### config.mk
export PLATFORM = sky130hd
export DESIGN_NAME = nca_cmd_fifo
export DESIGN_NICKNAME = d
export VERILOG_FILES = /design/src/rtl/core/nca_pkg.sv /design/src/rtl/core/nca_cmd_fifo.sv
export SDC_FILE = /design/constraint.sdc
export NUM_CORES = 1
export LEC_CHECK = 0
export BUFFER_PORTS_ARGS = -buffer_cell sky130_fd_sc_hd__buf_2
export CORE_MARGIN = 2
export CORE_UTILIZATION = 33
export DETAILED_ROUTE_END_ITERATION = 16
export PLACE_DENSITY = 0.49
export SYNTH_ARGS = -nofsm -noshare
export SYNTH_HDL_FRONTEND = slang
export SYNTH_SLANG_ARGS = --single-unit
export TNS_END_PERCENT = 100
### constraint.sdc
create_clock -name clk_i -period 2.1 [get_ports clk_i]
set_input_delay 0 -clock clk_i [delete_from_list [all_inputs] [get_ports clk_i]]
set_output_delay 0 -clock clk_i [all_outputs]
set_load 0.03 [all_outputs]
### src/rtl/core/nca_pkg.sv
// Shared types and constants for the nearest-center assignment block.
package nca_pkg;

  localparam int DEF_MAX_CENTERS  = 16;
  localparam int DEF_MAX_FEATURES = 64;

  localparam int SUM_W = 48;
  localparam logic [SUM_W-1:0] SUM_MAX = {SUM_W{1'b1}};

  localparam int CFG_DATA_W = 7;

  localparam int CMD_DEPTH = 4;
  localparam int CMD_PTR_W = 2;
  localparam int CMD_CNT_W = 3;

  typedef enum logic {
    OP_LOAD     = 1'b0,
    OP_CLASSIFY = 1'b1
  } op_e;

  typedef enum logic {
    CFG_CLUSTERS = 1'b0,
    CFG_FEATURES = 1'b1
  } cfg_reg_e;

  typedef struct packed {
    op_e                operation;
    logic [3:0]         center_index;
    logic [5:0]         feature_index;
    logic signed [15:0] feature_value;
  } in_item_t;

  typedef struct packed {
    logic [3:0]       best_center;
    logic [SUM_W-1:0] best_distance;
  } out_item_t;

  // Decoded work for the back end.
  typedef struct packed {
    logic               is_load;
    logic               first;
    logic               last;
    logic [3:0]         center;
    logic [5:0]         feature;
    logic signed [15:0] value;
  } cmd_t;

endpackage

### src/rtl/core/nca_cmd_fifo.sv
// Short command queue between the front end and the back end.
module nca_cmd_fifo import nca_pkg::*; (
  input  logic clk_i,
  input  logic rst_ni,
  input  logic wr_i,
  input  cmd_t wr_data_i,
  output logic full_o,
  input  logic rd_i,
  output cmd_t rd_data_o,
  output logic empty_o
);

  cmd_t                 mem_q [CMD_DEPTH];
  logic [CMD_PTR_W-1:0] wr_ptr_q;
  logic [CMD_PTR_W-1:0] rd_ptr_q;
  logic [CMD_CNT_W-1:0] count_q;

  assign full_o    = (count_q == CMD_CNT_W'(CMD_DEPTH));
  assign empty_o   = (count_q == '0);
  assign rd_data_o = mem_q[rd_ptr_q];

  always_ff @(posedge clk_i) begin
    if (wr_i) begin
      mem_q[wr_ptr_q] <= wr_data_i;
    end
  end

  always_ff @(posedge clk_i or negedge rst_ni) begin
    if (!rst_ni) begin
      wr_ptr_q <= '0;
      rd_ptr_q <= '0;
      count_q  <= '0;
    end else begin
      if (wr_i) begin
        wr_ptr_q <= wr_ptr_q + CMD_PTR_W'(1);
      end
      if (rd_i) begin
        rd_ptr_q <= rd_ptr_q + CMD_PTR_W'(1);
      end
      if (wr_i && !rd_i) begin
        count_q <= count_q + CMD_CNT_W'(1);
      end else if (rd_i && !wr_i) begin
        count_q <= count_q - CMD_CNT_W'(1);
      end
    end
  end

endmodule

[Word level (Yosys, flattened, before mapping)]
Memory sizes are Yosys's and may differ from the RTL's.
Index checks and enable logic that the tools add are counted.
Storage, ports and cells
  register bits: 7
  RAM bits: 116
  bits of input ports: 33
  output and inout port bits: 31
  logic and storage cells: 19
  memories kept: 1
Cells by class
  $add $sub $neg: 4
  equal/unequal tests: 1
  muxes and demuxes: 4
  reduce and logical (&&, ||, !) cells: 6
Memory list
  mem_q: depth 4, width 29, rd ports 1, clocked after memory_dff 0, wr ports 1, RTL line nca_cmd_fifo.sv:13  | cmd_t mem_q [CMD_DEPTH];
Operators by type and width (number)
  $mux 3: 2
  $add 2x1->2 const B: 2
  $add 3x1->3 const B: 1
  $eq 3x3->1 const B: 1
  $logic_not 3->1: 1
  $sub 3x1->3 const B: 1
  $logic_and 1x1->1: 2
  $logic_not 1->1: 2
  $mux 1: 2
  $reduce_bool 2->1: 1

[Depth between registers and ports, before layout]
Gate-level depths: netlist (run 1).
  depth in word-level cells: 4
  depth in mapped cells: 7
  depth with buffers taken out: 7

[Least setup slack after synthesis (run 1)]
No wires, ideal clock.
  kind: register -> register
  start: register wr_ptr_q[0]
  end: memory mem_q[0][0] (netlist name), enable pin
  library setup time: 0.389 ns
  arrival: 1.343 ns
  required time: 1.711 ns
  setup slack: 0.368 ns
  cell stages (with the launch flop): 4
  path buffers: 0
  period minus slack after synthesis: 1.732 ns
  cells stage by stage: dfrtp_1 > inv_1 > ha_1 > and2_1
RTL lines
  from (decl): RTL line nca_cmd_fifo.sv:14  | logic [CMD_PTR_W-1:0] wr_ptr_q;
  from (signal assigned): RTL line nca_cmd_fifo.sv:35  | wr_ptr_q <= wr_ptr_q + CMD_PTR_W'(1);
  to (decl): RTL line nca_cmd_fifo.sv:13
Straight into the memory's write port.

==> results of run 1 <==
==> metal layers <==
layer	wire (um)	GRT usage, %	vias up
li1	-	-	1014
met1	3547	15.41	1141
met2	4362	20.18	54
met3	335	4.260	15
met4	228	6.681	0
met5	0	0	-
==> kinds of logic after synthesis <==
group / count (synthesis) / share of synthesized area (%)
AO/OA/AOI/OAI: 1 / 0.1092
XOR/XNOR: 6 / 1.148
adder cells (fa/ha/maj): 6 / 1.804
buffers and inverters: 10 / 1.366
flip-flops: 123 / 79.91
multiplexers: 30 / 14.59
AND/OR/NAND/NOR: 9 / 1.066
==> registers in the layout, indices dropped and copies added, names as in the netlist <==
name and flops:
wr_ptr_q 2, mem_q 116, count_q 3, rd_ptr_q 2
==> power groups by stage <==
stage / Sequential (mW) / Clock (mW) / Combinational (mW)
final: 3.48 / 2.95 / 2.82
after global routing: 3.54 / 3.12 / 3.05
after CTS: 3.49 / 3.02 / 2.90
after detailed placement: 3.54 / 0 / 2.84
after global placement: 3.52 / 0 / 2.84
after floorplan: 3.39 / 0 / 2.07
==> timing repair <==
action                    CTS  global route
hold endpoints to repair  127             0
hold buffers               33             0
buffers inserted            0             0
==> placed cells by master (no fill, tap or decap), drive strengths merged <==
cell type / n
bufinv: 4
dfrtp: 7
clkinv: 10
nand2: 2
nor2: 1
xor2: 4
fa: 1
mux4: 29
ha: 5
and2: 4
dlygate4sd3: 33
edfxtp: 116
clkinvlp: 1
o21ai: 1
buf: 74
inv: 4
nor3: 1
mux2: 1
nor3b: 1
xnor2: 2
clkbuf: 17
==> critical path, delay by kind of cell (launching register included) <==
kind | cells | cell delay [ns]
flip-flops | 1 | 0.60
multiplexers | 1 | 0.52
buffers and inverters | 2 | 0.43
==> metrics by stage <==
| stage | utilization [%] | setup WS (ns) | std cells |
|---|---|---|---|
| floorplan | - | 0.3685 | 185 |
| global placement | 38.08 | 0.5355 | 433 |
| detailed placement | 38.08 | 0.5295 | 433 |
| CTS | 44.90 | 0.08590 | 498 |
| global route | 44.90 | 0.03292 | 498 |
| finish | 44.90 | 0.1451 | 498 |
==> area by class of cell <==
type / count / share of cell area, %
flip-flops and latches: 123 / 59.44
multi-input cells: 52 / 14.00
repair buffers: 107 / 12.84
clock buffers: 17 / 6.906
well taps: 180 / 3.656
clock inverters: 15 / 2.925
inverters: 4 / 0.2438
==> path summary, 6_finish.rpt <==
| path | startpoint | slack [ns] | to | cells after the start |
|---|---|---|---|---|
| worst min-delay path | wr_data_i[12] | 0.34 | mem_q[3][12]$_DFFE_PP_ | 2 |
| min in group asynchronous | rst_ni | 0.56 | count_q[0]$_DFFE_PN0P_ | 3 |
| worst min register to register | count_q[2]$_DFFE_PN0P_ | 0.49 | count_q[2]$_DFFE_PN0P_ | 1 |
| max in group asynchronous | rst_ni | 1.24 | rd_ptr_q[0]$_DFFE_PN0P_ | 3 |
| worst max register to register | wr_ptr_q[0]$_DFFE_PN0P_ | 0.59 | mem_q[0][25]$_DFFE_PP_ | 4 |
| worst max-delay path | rd_ptr_q[0]$_DFFE_PN0P_ | 0.15 | rd_data_o[8] | 3 |
==> flow_summary.ini, run 1 <==
[run_status]
run_status = completed

[placed_design]
hpwlAfterDp_um = 5341
placed_cell_area_sq_um = 5224
place_congestion = 0.6361
port_buffers = 63

[critical_path]
max_stage_delay_ns = 0.60
timing.critical_path.to_type = output port
cp.arrival_ns = 1.95
cp_slowest_cell = sky130_fd_sc_hd__dfrtp_2
timing.critical_path.fanout_max = 11
critPathLaunchType = register
worst-setup-path-type = reg2out
crit_path_cell_trace = buf_4, mux4_2, buf_2
required_ns = 2.10

[finish]
register_area_sq_um = 3661
multi_input_comb_area_sq_um = 862.1
nets = 344
share_of_final_layout_standard_cells_stronger_than_drive_strength_1_pct = 43.08
n_fill_cell = 1217
area_delta_synth_final_pct = 34.55
post-route-cell-area_sq_um = 6160
diodes = 0

[cts]
h-tree-depth = 4
cts_root_buf = sky130_fd_sc_hd__clkbuf_16
max-clock-path-buffers = 2
clk_pin_slew_ns = 0.05
clk_latency_worst_skew_pair_ns = 0.41
postCtsResizedCells = 0
cts_tree = built
cts_inserted_buffers = 17
clkSinkCount = 123

[power]
switching_share_pct = 31.21
report.power.total_mw = 9.240
power_density_nw_per_um2 = 1500
irDropWorstVdd_uv = 652.2
clock_power_share_pct = 31.9
power_frac_comb_pct = 30.5
power.switching_mw = 2.884
seq_power_share_pct = 37.6
cell_internal_pwr_mw = 6.356
leakage_nw = 2.207

[die]
floorplan.die_area_sq_um = 14830
coreArea_sq_um = 13720
die_w_um = 121.8
top_level_ports = 64
fp-row-count = 43
start_util_pct = 33.37
die_h_um = 121.8

[synthesis]
postSynthAreaPerCell_sq_um = 24.75
synth_most_common_cell = sky130_fd_sc_hd__edfxtp_1
mappedNetlistArea_sq_um = 4578
synth_ff_type = sky130_fd_sc_hd__edfxtp_1
synth_async_reset_ratio_pct = 5.691
cells_after_synth = 185
synth_nets = 224
yosys.area.top_type_share_pct = 76.09
synth_top_cells_by_count = 116 x sky130_fd_sc_hd__edfxtp_1, 28 x sky130_fd_sc_hd__mux4_2, 7 x sky130_fd_sc_hd__dfrtp_1, 5 x sky130_fd_sc_hd__ha_1
ys_ff_latch = 123
synth_warnings = 0
synth_enable_flop_cells = 116
synth.top_cells.by_area = sky130_fd_sc_hd__edfxtp_1 76%, sky130_fd_sc_hd__mux4_2 14%, sky130_fd_sc_hd__dfrtp_1 3.8%
synth.yosys.seq_area_share_pct = 79.91
synthDominantAreaCellType = sky130_fd_sc_hd__edfxtp_1
synth.lib_cells_used.distinct = 19

[sta]
timing_worst_slew_pin_value_ns = 0.3779
clock-skew-final_ns = 0.003037
finalSetupViolations = 0
min_period_ns = 1.955
max_slew_vio_count = 0
rsz0062_at_grt = no
timing.slew.headroom_pct = 74.72
max_clock_freq_mhz = 511.5
hold_fails_final_rpt = 0
layout_worst_path_cycle_share_pct = 93.09
final.hold.worst_slack_ns = 0.3426
tns_ns = 0

[drt]
first_iter_violations = 122
avgViaCountPerCell = 4.466
detail-route-antenna-nets = 0
routed_wirelength_um = 8473
route.detailed.drc = 0
firstDrtPassIters = 4
via_count = 2224
drt-wirelength-per-cell_um = 17.01

[min_path]
timing.hold.worst.class = in2reg

[grt]
grt_max_degree = 24
grt.overflow.total = 0
grt_antenna_before_repair = 0
first_pass_grt_wire_length_um = 13320
first_global_vias = 2426
overall_fraction_of_global_route_tracks_in_use_pct = 12.70

[flow_run]
cap_viol_max_count = 0
Power figures use the tool's default switching activity.
==> run 2: changes to the inputs <==
==> constraint.sdc (replaced) <==
create_clock -name clk_i -period 2.4 [get_ports clk_i]
set_input_delay 0 -clock clk_i [delete_from_list [all_inputs] [get_ports clk_i]]
set_output_delay 0 -clock clk_i [all_outputs]
set_load 0.03 [all_outputs]
==> flow_summary.ini, run 2 (same netlist as run 1, synthesis figures left out) <==
[run_status]
run_status = completed

[finish]
layout.cells.most_common = sky130_fd_sc_hd__edfxtp_1
multi_input_comb_area_sq_um = 862.1
share_of_final_layout_standard_cells_stronger_than_drive_strength_1_pct = 43.85
stdcell_count = 497
largest_register_ffs = 116
register_area_sq_um = 3661
diodes = 0
post-route-cell-area_sq_um = 6096
most-common-layout-cells = 116 x sky130_fd_sc_hd__edfxtp_1, 63 x sky130_fd_sc_hd__buf_2, 33 x sky130_fd_sc_hd__dlygate4sd3_1
nets = 343
n_fill_cell = 1230
area_delta_synth_final_pct = 33.15
largest_register_by_flop_count = mem_q
top_regs = mem_q (116), count_q (3)

[critical_path]
r2r_start = wr_ptr_q[0]$_DFFE_PN0P_
required_ns = 2.40
rrSetupSlack_ns = 0.80
cp.arrival_ns = 1.88
worst-setup-path-type = reg2out
critPathLaunchType = register
r2r.worst_path.cells = 4
timing.critical_path.to_type = output port
timing.critical_path.fanout_max = 13
worstReg2RegEnd = mem_q[2][18]$_DFFE_PP_

[min_path]
timing.hold.worst.class = in2reg
holdPathEnd = rd_ptr_q[0]$_DFFE_PN0P_
hold-path-cell-count = 3
min_from = rd_i

[die]
top_level_ports = 64
fp-row-count = 43
floorplan.die_area_sq_um = 14830
die_h_um = 121.8
die_w_um = 121.8
start_util_pct = 33.37
coreArea_sq_um = 13720

[power]
leakage_nw = 2.171
report.power.total_mw = 7.900
irDropWorstVdd_uv = 531.2
power_density_nw_per_um2 = 1296

[sta]
hold_fails_final_rpt = 0
max_slew_vio_count = 0
max_clock_freq_mhz = 533.2
clock-skew-final_ns = 0.01226
min_period_ns = 1.875
timing.slew.headroom_pct = 68.56
rsz0062_at_grt = no
timing_worst_slew_pin_value_ns = 0.4716
finalSetupViolations = 0
tns_ns = 0
layout_worst_path_cycle_share_pct = 78.14

[grt]
grt_antenna_before_repair = 0
grt_max_degree = 19
grt.overflow.total = 0
first_pass_grt_wire_length_um = 13100
first_global_vias = 2377
overall_fraction_of_global_route_tracks_in_use_pct = 12.57

[placed_design]
dpl.cell_count = 432
hpwlAfterDp_um = 5467
place_congestion = 0.6656
port_buffers = 63
placed_cell_area_sq_um = 5191

[drt]
first_iter_violations = 81
drt-wirelength-per-cell_um = 17.06
avgViaCountPerCell = 4.443
via_count = 2208
routed_wirelength_um = 8479
route.detailed.drc = 0
detail-route-antenna-nets = 0
firstDrtPassIters = 4

[cts]
ctsHoldBuffers = 33
post_cts.repair.setup_buffers = 0
cts_tree = built
clkSinkCount = 123
h-tree-depth = 4
cts_inserted_buffers = 17
clk_pin_slew_ns = 0.06
postCtsResizedCells = 0
cts_root_buf = sky130_fd_sc_hd__clkbuf_16
max-clock-path-buffers = 2
clk_latency_worst_skew_pair_ns = 0.41

[flow_run]
cap_viol_max_count = 0
[run 2: worst max path at each step]
stage / from / endpoint / slack, ns / cells after the start
floorplan: wr_ptr_q[0]$_DFFE_PN0P_ / mem_q[0][0]$_DFFE_PP_ / 0.67 / 3
global placement: wr_ptr_q[0]$_DFFE_PN0P_ / mem_q[2][7]$_DFFE_PP_ / 0.82 / 4
detailed placement: wr_ptr_q[0]$_DFFE_PN0P_ / mem_q[0][5]$_DFFE_PP_ / 0.78 / 4
CTS: rd_ptr_q[0]$_DFFE_PN0P_ / rd_data_o[8] / 0.49 / 3
global route: rd_ptr_q[0]$_DFFE_PN0P_ / rd_data_o[8] / 0.46 / 3
finish: rd_ptr_q[0]$_DFFE_PN0P_ / rd_data_o[8] / 0.52 / 3
[run 2: final cells by class]
class	count	area share, %
tap	180	3.695
sequential	123	60.06
multi-input combinational	52	14.14
clock buffer	17	6.979
inverter	4	0.2463
clock inverter	15	2.443
timing repair buffer	106	12.44
[run 2: metrics by stage]
step / util [%] / setup WS, ns / hold WS (ns)
2_1_floorplan: - / 0.6685 / -0.2956
3_3_place_gp: 37.84 / 0.8198 / -0.1506
3_5_place_dp: 37.84 / 0.7836 / -0.1499
4_1_cts: 44.43 / 0.4907 / 0.3105
5_1_grt: 44.43 / 0.4625 / 0.3307
6_report: 44.43 / 0.5246 / 0.3255
[run 2: worst max-delay path, cell delays in order, from the launching register on]
cell and delay [ns]:
sky130_fd_sc_hd__dfrtp_2 0.39, sky130_fd_sc_hd__buf_4 0.28, sky130_fd_sc_hd__mux4_2 0.59, sky130_fd_sc_hd__buf_2 0.20
[run 2: layer usage]
metal / up-vias / part of all wire [%] / GRT usage, % / routed length (um)
li1: 1013 / - / - / -
met1: 1129 / 43 / 15.38 / 3663
met2: 54 / 51 / 20.39 / 4351
met3: 12 / 3.8 / 3.839 / 322
met4: 0 / 1.7 / 6.034 / 142
met5: - / 0 / 0 / 0
[run 2: power breakdown]
| group | internal (mW) | switching (mW) |
|---|---|---|
| registers | 2.82 | 0.136 |
| logic | 0.986 | 1.52 |
| clock network | 1.52 | 0.909 |
