[src/rtl/core/nca_pkg.sv]
// Shared types and constants for the nearest-center assignment block.
package nca_pkg;

  localparam int DEF_MAX_CENTERS  = 16;
  localparam int DEF_MAX_FEATURES = 64;

  localparam int SUM_W = 48;
  localparam logic [SUM_W-1:0] SUM_MAX = {SUM_W{1'b1}};

  localparam int CFG_DATA_W = 7;

  localparam int CMD_DEPTH = 4;
  localparam int CMD_PTR_W = 2;
  localparam int CMD_CNT_W = 3;

  typedef enum logic {
    OP_LOAD     = 1'b0,
    OP_CLASSIFY = 1'b1
  } op_e;

  typedef enum logic {
    CFG_CLUSTERS = 1'b0,
    CFG_FEATURES = 1'b1
  } cfg_reg_e;

  typedef struct packed {
    op_e                operation;
    logic [3:0]         center_index;
    logic [5:0]         feature_index;
    logic signed [15:0] feature_value;
  } in_item_t;

  typedef struct packed {
    logic [3:0]       best_center;
    logic [SUM_W-1:0] best_distance;
  } out_item_t;

  // Decoded work for the back end.
  typedef struct packed {
    logic               is_load;
    logic               first;
    logic               last;
    logic [3:0]         center;
    logic [5:0]         feature;
    logic signed [15:0] value;
  } cmd_t;

endpackage

[src/rtl/core/nca_front.sv]
// Front end: configuration registers and decoding of incoming transactions.
module nca_front import nca_pkg::*; #(
  parameter int MAX_CENTERS  = DEF_MAX_CENTERS,
  parameter int MAX_FEATURES = DEF_MAX_FEATURES,
  localparam int NCW = $clog2(MAX_CENTERS + 1)
) (
  input  logic                  clk_i,
  input  logic                  rst_ni,
  input  logic                  cfg_we_i,
  input  cfg_reg_e              cfg_index_i,
  input  logic [CFG_DATA_W-1:0] cfg_data_i,
  input  in_item_t              item_i,
  output cmd_t                  cmd_o,
  output logic                  keep_o,
  output logic [NCW-1:0]        nc_o
);

  localparam int NFW = $clog2(MAX_FEATURES + 1);

  logic [4:0]     clusters_q;
  logic [6:0]     features_q;
  logic [NFW-1:0] nf;

  always_ff @(posedge clk_i or negedge rst_ni) begin
    if (!rst_ni) begin
      clusters_q <= 5'd1;
      features_q <= 7'd1;
    end else if (cfg_we_i) begin
      case (cfg_index_i)
        CFG_CLUSTERS: clusters_q <= cfg_data_i[4:0];
        CFG_FEATURES: features_q <= cfg_data_i;
        default: ;
      endcase
    end
  end

  // Register values outside the legal range are clamped where they are used.
  always_comb begin
    if (clusters_q == 5'd0) begin
      nc_o = NCW'(1);
    end else if (32'(clusters_q) > MAX_CENTERS) begin
      nc_o = NCW'(MAX_CENTERS);
    end else begin
      nc_o = NCW'(clusters_q);
    end
    if (features_q == 7'd0) begin
      nf = NFW'(1);
    end else if (32'(features_q) > MAX_FEATURES) begin
      nf = NFW'(MAX_FEATURES);
    end else begin
      nf = NFW'(features_q);
    end
  end

  always_comb begin
    cmd_o.is_load = (item_i.operation == OP_LOAD);
    cmd_o.center  = item_i.center_index;
    cmd_o.feature = item_i.feature_index;
    cmd_o.value   = item_i.feature_value;
    cmd_o.first   = 1'b0;
    cmd_o.last    = 1'b0;
    if (item_i.operation == OP_LOAD) begin
      keep_o = (32'(item_i.center_index) < MAX_CENTERS) &&
               (32'(item_i.feature_index) < MAX_FEATURES);
    end else begin
      keep_o      = 32'(item_i.feature_index) < 32'(nf);
      cmd_o.first = (item_i.feature_index == 6'd0);
      cmd_o.last  = 32'(item_i.feature_index) == 32'(nf) - 32'd1;
    end
  end

endmodule

[config.mk]
export PLATFORM = sky130hd
export DESIGN_NAME = nca_front
export DESIGN_NICKNAME = d
export VERILOG_FILES = /design/src/rtl/core/nca_pkg.sv /design/src/rtl/core/nca_front.sv
export SDC_FILE = /design/constraint.sdc
export NUM_CORES = 1
export LEC_CHECK = 0
export ABC_AREA = 1
export BUFFER_PORTS_ARGS = -buffer_cell sky130_fd_sc_hd__buf_2
export CAP_MARGIN = 30
export CORE_ASPECT_RATIO = 1.2
export CORE_MARGIN = 3
export CORE_UTILIZATION = 38
export CTS_BUF_LIST = sky130_fd_sc_hd__clkbuf_16
export DETAILED_ROUTE_END_ITERATION = 10
export PLACE_DENSITY = 0.76
export SLEW_MARGIN = 15
export SYNTH_ARGS = -nofsm -noshare
export SYNTH_HDL_FRONTEND = slang
export SYNTH_SLANG_ARGS = --single-unit
export TNS_END_PERCENT = 10
[constraint.sdc]
create_clock -name clk_i -period 1.8 [get_ports clk_i]
set_clock_uncertainty 0.05 [all_clocks]
set_input_delay 0.18 -clock clk_i [delete_from_list [all_inputs] [get_ports clk_i]]
set_output_delay 0.18 -clock clk_i [all_outputs]
set_load 0.005 [all_outputs]
---- Word level (Yosys, flattened, before mapping) ----
Index checks and enable logic that the tools add are counted.
storage, ports and cells
  register bits after elaboration ......... 12
  output and inout port bits .............. 35
  bits of input ports ..................... 38
  logic and storage cells ................. 20
cells by class
  bitwise operators ....................... 2
  add/sub/neg operators ................... 1
  order comparisons ....................... 3
  mux-type cells .......................... 6
  reductions and logical operators ........ 5
  eq/ne operators ......................... 1
operators by type and width
  kind                   count
  $eq A6 B32 Y1          1
  $mux W7                2
  $mux W5                2
  $sub A7 B1 Y8 const B  1
  $gt A7 B7 Y1 const B   1
  $logic_not A7 Y1       1
  $lt A6 B7 Y1           1
  $logic_not A6 Y1       1
  $gt A5 B5 Y1 const B   1
  $logic_not A5 Y1       1
  $reduce_and A2 Y1      2
  $mux W2                1
  $not A1 Y1             2
  $mux W1                1

---- Depth between registers and ports, before layout ----
Gate-level depths: netlist of run 1.
  word-level depth ........................ 6
  depth in mapped cells ................... 12
  mapped depth without buffers ............ 12

---- Worst setup path after synthesis of run 1 ----
No wires, ideal clock.
  kind .................................... register to output
  start point ............................. register features_q[0]
  end point ............................... output cmd_o[26] in the netlist's numbering
  buffers on the path ..................... 0
  cell stages (with the launch flop) ...... 13
  required time ........................... 1570 ps
  slack ................................... -222 ps
  arrival time ............................ 1792 ps
  cell sequence ........................... dfstp_2 > nor2_1 > nand2_1 > inv_1 > a21oi_4 > inv_1 > ha_1 > o21bai_1 > nor3b_1 > nand3_1 > nor2_1 > nand3_1 > nor2_1
RTL lines
  what                    RTL line         RTL
  from (decl)             nca_front.sv:21  logic [6:0] features_q;
  from (signal assigned)  nca_front.sv:31  CFG_FEATURES: features_q <= cfg_data_i;
  to (decl)               nca_front.sv:13  output cmd_t cmd_o,

==> results of run 1 <==
-- path summary, 6_finish.rpt --
kind	slack (ns)	start	end	depth (start not counted)
setup / recovery	-0.65	features_q[4]	cmd_o[26]	12
hold / removal	0.13	cfg_data_i[5]	features_q[5]	2
setup reg to reg	0.83	features_q[5]	features_q[5]	2
hold reg to reg	0.44	clusters_q[0]	clusters_q[0]	2
max in group asynchronous	1.14	rst_ni	clusters_q[0]	2
min in group asynchronous	0.29	rst_ni	clusters_q[3]	2
-- placed cells by master (no fill, tap or decap), types with 2 or more instances in the layout --
cell type / n
buf_2: 32
dfstp_2: 2
buf_4: 16
nand3_2: 2
inv_1: 20
nand2_1: 36
o21ai_1: 2
nor2_1: 15
nand3_1: 8
clkbuf_16: 3
a21oi_1: 4
nor2_2: 2
dfrtp_1: 10
inv_2: 2
o21ai_0: 12
nand4_1: 2
ha_1: 6
-- cell type report --
type	instances	share of cell area, %
Tap cell	34	3.08
Inverter	22	5.97
Clock inverter	1	0.271
Clock buffer	3	5.43
Timing Repair Buffer	49	21.0
Sequential cell	12	21.9
Multi-Input combinational cell	102	42.4
-- sequential cells by signal (all words and copies together) (netlist names) --
name and count:
features_q 7, clusters_q 5
-- routing by layer --
| layer | GRT usage (%) | up-vias | share of wire (%) |
|---|---|---|---|
| met4 | 4.15 | 0 | 0.18 |
| met2 | 24.4 | 30 | 51 |
| met1 | 14.2 | 422 | 42 |
| met5 | 0 | - | 0 |
| met3 | 0.781 | 2 | 6.6 |
| li1 | - | 541 | - |
-- where the power goes --
part | internal, mW | switching [mW] | total, mW
clock network | 0.292 | 0.107 | 0.399
registers | 0.310 | 0.0331 | 0.343
logic | 0.205 | 0.212 | 0.417
-- kinds of logic (layout without fill, tap and decap cells) --
kind of cell    count (synthesis)  in the layout  synth area share [%]
simple gates                   71             71                  27.6
buf+inv                        50             75                  25.0
compound gates                 21             21                  10.7
flops                          12             12                  26.5
fa+ha+maj                       7              7                  7.67
xor+xnor                        2              2                  1.53
mux                             1              1                 0.986
-- repair_timing --
| action | CTS | global route |
|---|---|---|
| setup endpoints to repair | 2 | 2 |
| buffers inserted | 0 | 1 |
| hold buffers | 1 | 0 |
| pin swaps | 1 | 3 |
| endpoints found under the hold margin | 10 | 0 |
| resized for setup | 3 | 5 |
==> results.toml, run 1 <==
[status]
violations = "negative setup slack"
status = "complete, but fails checks"

[power_and_ir_drop]
finalPower_mw = 1.16
p_per_area_nw_per_um2 = 838
leakage_nw = 0.768
ir_drop_mv = 0.639

[layout]
multi_input_area_um2 = 586
stdcell_area_um2 = 1380
finalNetCount = 235
n_fill_cell = 304
n_antenna_cell = 0
register_area_um2 = 303
final_util_pct = 48.7
layout-drive-gt1-share_pct = 36.0
area_growth_syn_to_layout_pct = 21.0
final_cells = 223

[setup_path]
worstPathArrival_ns = 2.22
cp_cell_sequence = "nor3_1 > buf_4 > a21oi_4 > buf_4 > ha_2 > o21bai_4 > nor3b_2 > nand3_1 > nor2_1 > nand3_1 > nor2_1 > buf_2"
crit_slowest_cell = "dfrtp_1"
cp.buffers_inverters = 3
worstSetupPathType = "reg -> out"
path_max_fanout = 4
cpPeakStageDelay_ns = 0.41
endpoint_kind = "output pin"
cp-start-kind = "flip-flop"
required_ns = 1.57
crit_family = "simple AND/OR/NAND/NOR gates"

[logic_synthesis]
synth.net_count = 209
synthArstFlopShare_pct = 100
synth_common_cells = "nand2_1 (36), buf_4 (26), inv_1 (21), nor2_1 (17), o21ai_0 (13)"
synth_area_leaders = "dfrtp_1 (22%), buf_4 (17%), nand2_1 (12%)"
syn-instance-count = 164
synth-seq-area-share_pct = 26.5
synth_top_flop_cell = "dfrtp_1"
synth_edf_count = 0
ys_ff_latch = 12
synth.top_cell.area_share_pct = 21.9
ys_types = 26
synth_warnings = 0
syn-cell-area_um2 = 1140
syn_avg_cell_area_um2 = 6.97
yosysTopAreaCell = "dfrtp_1"
yosysMostFrequentCell = "nand2_1"

[drt]
drt-wirelength-per-cell_um = 10.2
final_antenna_net_count = 0
drtIter0Drc = 17
wl_um = 2280
dr_total_vias = 995
dr.pass1.iters = 4
drc = 0
avgViaCountPerCell = 4.46

[sta]
fin_crit_sh_pct = 136
setup_viol_count_final = 2
final_hold_viol_count = 0
whs_ns = 0.133
worst_slack_ns = -0.646
slew_headroom_pct = 75.2
worstMarginPinSlew_ns = 0.371
clock.fmax_mhz = 409
tns_ns = -1.15
finalMaxSlewViolations = 0
finalCriticalPeriod_ns = 2.45
rsz0062_at_grt = "yes"

[placement]
dp_slack_ns = -0.425
post-place-cells = 217
portBuffers = 32
gp_congestion = 0.828
dpl.hpwl_um = 1920
post_dp_cell_area_um2 = 1250

[die]
dieHeight_um = 66.1
die_w_um = 56.1
dieArea_um2 = 3700
initial_utilization_pct = 40.3
coreArea_um2 = 2840
rows = 21
ios = 73

[clocking]
cts_buffers = 3
clock_sinks = 12
htree_levels = 1
clk_latency_ns = 0.23
path_clk_slew_ns = 0.04
cts_tree = "yes"
clock-root-buffer = "clkbuf_16"
cts_buffer_depth = 2

[global_route]
overflow = 0
grt_antenna_before_repair = 0
grt_usage_pct = 12.5
grt_pass1_vias = 952
grt_pass1_wl_um = 3830
grt_max_degree = 14

[run]
maxCapViolCount = 0

[hold_path]
min_path_type = "in -> reg"
Power figures use the tool's default switching activity.
==> run 2, diff against run 1 <==
--- a/config.mk
+++ b/config.mk
@@ -14,6 +14,7 @@
 export CTS_BUF_LIST = sky130_fd_sc_hd__clkbuf_16
 export DETAILED_ROUTE_END_ITERATION = 10
 export PLACE_DENSITY = 0.76
+export REMOVE_ABC_BUFFERS = 1
 export SLEW_MARGIN = 15
 export SYNTH_ARGS = -nofsm -noshare
 export SYNTH_HDL_FRONTEND = slang
==> results.toml, run 2 (synthesized netlist as in run 1, its figures left out) <==
[layout]
final_cells = 221
n_antenna_cell = 0
final_common_cell = "nand2_1"
layout-drive-gt1-share_pct = 34.8
area_growth_syn_to_layout_pct = 18.9
stdcell_area_um2 = 1360
largest_register_ffs = 7
top_register = "features_q"
final_cell_mix = "nand2_1 (36), buf_2 (32), inv_1 (20)"
finalNetCount = 233
reg.largest.list = "features_q (7), clusters_q (5)"

[drt]
dr.pass1.iters = 4
avgViaCountPerCell = 4.73
routed.top_layer = "met4"
drc = 0
final_antenna_net_count = 0
met1_length_um = 1250
wl_met3_um = 307
drtIter0Drc = 31
dr_total_vias = 1045
drt-wirelength-per-cell_um = 12.7
wl_um = 2800
met2_wirelength_um = 1210

[sta]
finalMaxSlewViolations = 0
worst_slack_ns = -0.642
worstMarginPinSlew_ns = 0.382
setup_viol_count_final = 2
rsz0062_at_grt = "yes"
tns_ns = -1.19
fin_crit_sh_pct = 136
clock.fmax_mhz = 410
whs_ns = 0.129
final_hold_viol_count = 0
finalCriticalPeriod_ns = 2.44
slew_headroom_pct = 74.5

[die]
dieHeight_um = 66.1
ios = 73
rows = 21
initial_utilization_pct = 40.3
die_w_um = 56.1
coreArea_um2 = 2840
dieArea_um2 = 3700

[clocking]
cts_tree = "yes"
path_clk_slew_ns = 0.04
clk_latency_ns = 0.24
cts_buffers = 3
clock-root-buffer = "clkbuf_16"
cts_buffer_depth = 2
htree_levels = 1
clock_sinks = 12

[setup_path]
cpPeakStageDelay_ns = 0.54
r2r_end = "features_q[5]"
crit_family = "simple AND/OR/NAND/NOR gates"
worstSetupPathType = "reg -> out"
endpoint_kind = "output pin"
cp_cell_sequence = "nor2_2 > nand2_1 > inv_2 > a21oi_4 > inv_1 > ha_1 > o21bai_1 > nor3b_2 > nand3_1 > nor2_1 > nand3_1 > nor2_1 > buf_2"
worstPathArrival_ns = 2.21
path_max_fanout = 3
ff2ff_path_depth = 2
r2r_start = "features_q[5]"
cp-start-kind = "flip-flop"
crit_slowest_cell = "dfstp_2"
critPathLaunch = "features_q[0]"
reg2reg_slack_ns = 0.82
cp.buffers_inverters = 3
required_ns = 1.57

[global_route]
grt_usage_pct = 15.5
grt_pass1_wl_um = 4420
overflow = 0
grt_pass1_vias = 1019
grt_max_degree = 14
grt_antenna_before_repair = 0

[hold_path]
hold_end = "features_q[5]"
hold_depth = 2
hold_start = "cfg_data_i[5]"
min_path_type = "in -> reg"

[run]
maxCapViolCount = 0

[power_and_ir_drop]
finalPower_mw = 1.15
ir_drop_mv = 0.699
leakage_nw = 0.759
p_per_area_nw_per_um2 = 846

[placement]
gp_congestion = 0.758
post-place-cells = 216
dpl.hpwl_um = 2280
post_dp_cell_area_um2 = 1250
portBuffers = 32

[status]
status = "complete, but fails checks"
violations = "negative setup slack"
[run 2: cell count changes in the layout (fill, tap and decap cells not counted), sizes merged]
cell,delta
buf,-2
[run 2: worst max path at each step]
stage | end | depth (start not counted)
after CTS | cmd_o[26] | 13
after floorplan | cmd_o[26] | 12
final | cmd_o[26] | 13
after global placement | cmd_o[26] | 13
after detailed placement | cmd_o[26] | 13
after global routing | cmd_o[26] | 12
[run 2: timing repair]
action                     CTS  global route
hold buffers                 1             0
resized for setup            3             3
setup endpoints to repair    2             2
buffers inserted             0             0
pin swaps                    0             4
hold endpoints to repair    10             0
[run 2: per-stage QoR]
| stage | util, % | setup slack (ns) |
|---|---|---|
| 2_1_floorplan | - | -0.222 |
| 3_3_place_gp | 44.0 | -0.462 |
| 3_5_place_dp | 44.0 | -0.463 |
| 4_1_cts | 47.3 | -0.707 |
| 5_1_grt | 47.9 | -0.898 |
| 6_report | 47.9 | -0.642 |
[run 2: layer usage]
layer	track usage [%]	vias to the layer above
met1	19.4	448
met4	8.61	0
li1	-	538
met3	6.84	4
met5	0	-
met2	22.2	55
[run 2: final cells by class]
cell class	count	area (um^2)
Fill cell	295	1480
Tap cell	34	42.5
Inverter	22	82.6
Clock buffer	3	75.1
Timing Repair Buffer	47	275
Sequential cell	12	303
Multi-Input combinational cell	102	577
Clock inverter	1	3.75
[run 2: report_power, final]
| part | leakage (nW) | internal, mW | switching [mW] |
|---|---|---|---|
| combinational | 0.578 | 0.189 | 0.213 |
| clock | 0.0385 | 0.292 | 0.114 |
| sequential | 0.143 | 0.310 | 0.0314 |
[run 2: worst register-to-register path: cells and delay by family, from the launching register on]
family,cells,cell delay (ns)
flip-flops,1,0.40
multiplexers,1,0.26
buffers and inverters,1,0.16
==> run 3, diff against run 2 <==
--- a/config.mk
+++ b/config.mk
@@ -13,7 +13,7 @@
 export CORE_UTILIZATION = 38
 export CTS_BUF_LIST = sky130_fd_sc_hd__clkbuf_16
 export DETAILED_ROUTE_END_ITERATION = 10
-export PLACE_DENSITY = 0.76
+export PLACE_DENSITY = 0.75
 export REMOVE_ABC_BUFFERS = 1
 export SLEW_MARGIN = 15
 export SYNTH_ARGS = -nofsm -noshare
==> results.toml, run 3 (synthesized netlist as in run 1, its figures left out) <==
[status]
status = "complete, but fails checks"
violations = "negative setup slack"

[setup_path]
cp_cell_sequence = "nor2_2 > nand2_1 > inv_2 > a21oi_4 > inv_1 > ha_1 > o21bai_1 > nor3b_2 > nand3_1 > nor2_1 > nand3_1 > nor2_1 > buf_2"
crit_cells = 13
r2r_start = "features_q[5]"
crit_end = "cmd_o[26]"
critPathLaunch = "features_q[0]"
r2r_end = "features_q[5]"
cp.buffers_inverters = 3
worstSetupPathType = "reg -> out"
endpoint_kind = "output pin"
reg2reg_slack_ns = 0.71
required_ns = 1.57
ff2ff_path_depth = 3
cpPeakStageDelay_ns = 0.54
cp-start-kind = "flip-flop"
crit_slowest_cell = "dfstp_2"
path_max_fanout = 3
worstPathArrival_ns = 2.15
crit_family = "simple AND/OR/NAND/NOR gates"

[layout]
final_common_cell = "nand2_1"
final_cells = 222
multi_input_area_um2 = 594
register_area_um2 = 303
top_register = "features_q"
final_cell_mix = "nand2_1 (36), buf_2 (32), inv_1 (21)"
layout-drive-gt1-share_pct = 36.2
largest_register_ffs = 7
finalNetCount = 234
area_growth_syn_to_layout_pct = 21.1
n_antenna_cell = 0
reg.largest.list = "features_q (7), clusters_q (5)"
n_fill_cell = 304

[die]
die_w_um = 56.1
rows = 21
ios = 73
dieHeight_um = 66.1
initial_utilization_pct = 40.3
coreArea_um2 = 2840
dieArea_um2 = 3700

[drt]
drt-wirelength-per-cell_um = 12.8
final_antenna_net_count = 0
wl_um = 2850
avgViaCountPerCell = 4.99
dr_total_vias = 1108
drc = 0
drtIter0Drc = 29
dr.pass1.iters = 4

[placement]
post-place-cells = 215
portBuffers = 32
dpl.hpwl_um = 2320
gp_congestion = 0.867

[clocking]
htree_levels = 1
clock-root-buffer = "clkbuf_16"
clk_latency_ns = 0.24
cts_buffers = 3
cts_buffer_depth = 2
clock_sinks = 12
path_clk_slew_ns = 0.04
cts_tree = "yes"

[hold_path]
min_path_type = "in -> reg"

[sta]
rsz0062_at_grt = "yes"
clock.fmax_mhz = 420
final_hold_viol_count = 0
finalCriticalPeriod_ns = 2.38
setup_viol_count_final = 2
slew_headroom_pct = 75.4
whs_ns = 0.129
worstMarginPinSlew_ns = 0.368
worst_slack_ns = -0.579
finalMaxSlewViolations = 0
fin_crit_sh_pct = 132

[global_route]
grt_pass1_vias = 1039
grt_pass1_wl_um = 4620
grt_antenna_before_repair = 0
overflow = 0
grt_usage_pct = 16.3
grt_max_degree = 14

[power_and_ir_drop]
leakage_nw = 0.768
ir_drop_mv = 0.562
p_per_area_nw_per_um2 = 841

[run]
maxCapViolCount = 0
==> run 3: per-layer routing <==
layer | global-route usage, % | part of all wire [%] | wire, um | vias to the layer above
met3 | 6.05 | 11 | 325 | 9
met5 | 4.76 | 0 | 0 | -
li1 | - | - | - | 545
met4 | 10.1 | 3.2 | 91 | 0
met2 | 24.1 | 43 | 1230 | 62
met1 | 19.6 | 42 | 1210 | 492
==> run 3: repair_timing <==
| item | CTS | global route |
|---|---|---|
| hold buffers | 1 | 0 |
| gates cloned | 0 | 0 |
| endpoints found under the setup margin | 2 | 2 |
| pin swaps | 6 | 2 |
| gates resized for setup | 6 | 4 |
| endpoints found under the hold margin | 10 | 0 |
| setup buffers | 2 | 0 |
==> run 3: layout make-up <==
type / count / area share, %
multi-input cells: 102 / 42.9
flip-flops and latches: 12 / 21.9
repair buffers: 48 / 20.4
inverters: 22 / 5.97
clock buffers: 3 / 5.42
well taps: 34 / 3.07
clock inverters: 1 / 0.271
==> run 3: through the flow <==
| stage | utilization (%) | worst slack (ns) | area, um^2 | total power, mW | setup TNS (ns) |
|---|---|---|---|---|---|
| 2_1_floorplan | - | -0.222 | 940 | 0.567 | -0.387 |
| 4_1_cts | 47.9 | -0.611 | 1360 | 1.17 | -1.22 |
| 3_3_place_gp | 43.7 | -0.349 | 1240 | 0.723 | -0.684 |
| 3_5_place_dp | 43.7 | -0.404 | 1240 | 0.732 | -0.767 |
| 5_1_grt | 48.8 | -0.766 | 1380 | 1.26 | -1.51 |
| 6_report | 48.8 | -0.579 | 1380 | 1.16 | -1.13 |
==> run 3: how the worst min path moves through the flow <==
stage,slack [ns],startpoint,end,cells after the start
after floorplan,-0.17,rst_ni,clusters_q[1],0
after CTS,0.13,cfg_data_i[5],features_q[5],2
after global placement,0.02,rst_ni,clusters_q[4],1
after global routing,0.14,cfg_data_i[5],features_q[5],2
final,0.13,cfg_data_i[5],features_q[5],2
after detailed placement,0.02,rst_ni,clusters_q[4],1
==> run 3: report_power, final <==
| part | leakage (nW) | switching, mW | internal [mW] | total, mW |
|---|---|---|---|---|
| logic | 0.583 | 0.224 | 0.199 | 0.423 |
| registers | 0.143 | 0.0305 | 0.310 | 0.340 |
| clock network | 0.0423 | 0.109 | 0.291 | 0.401 |
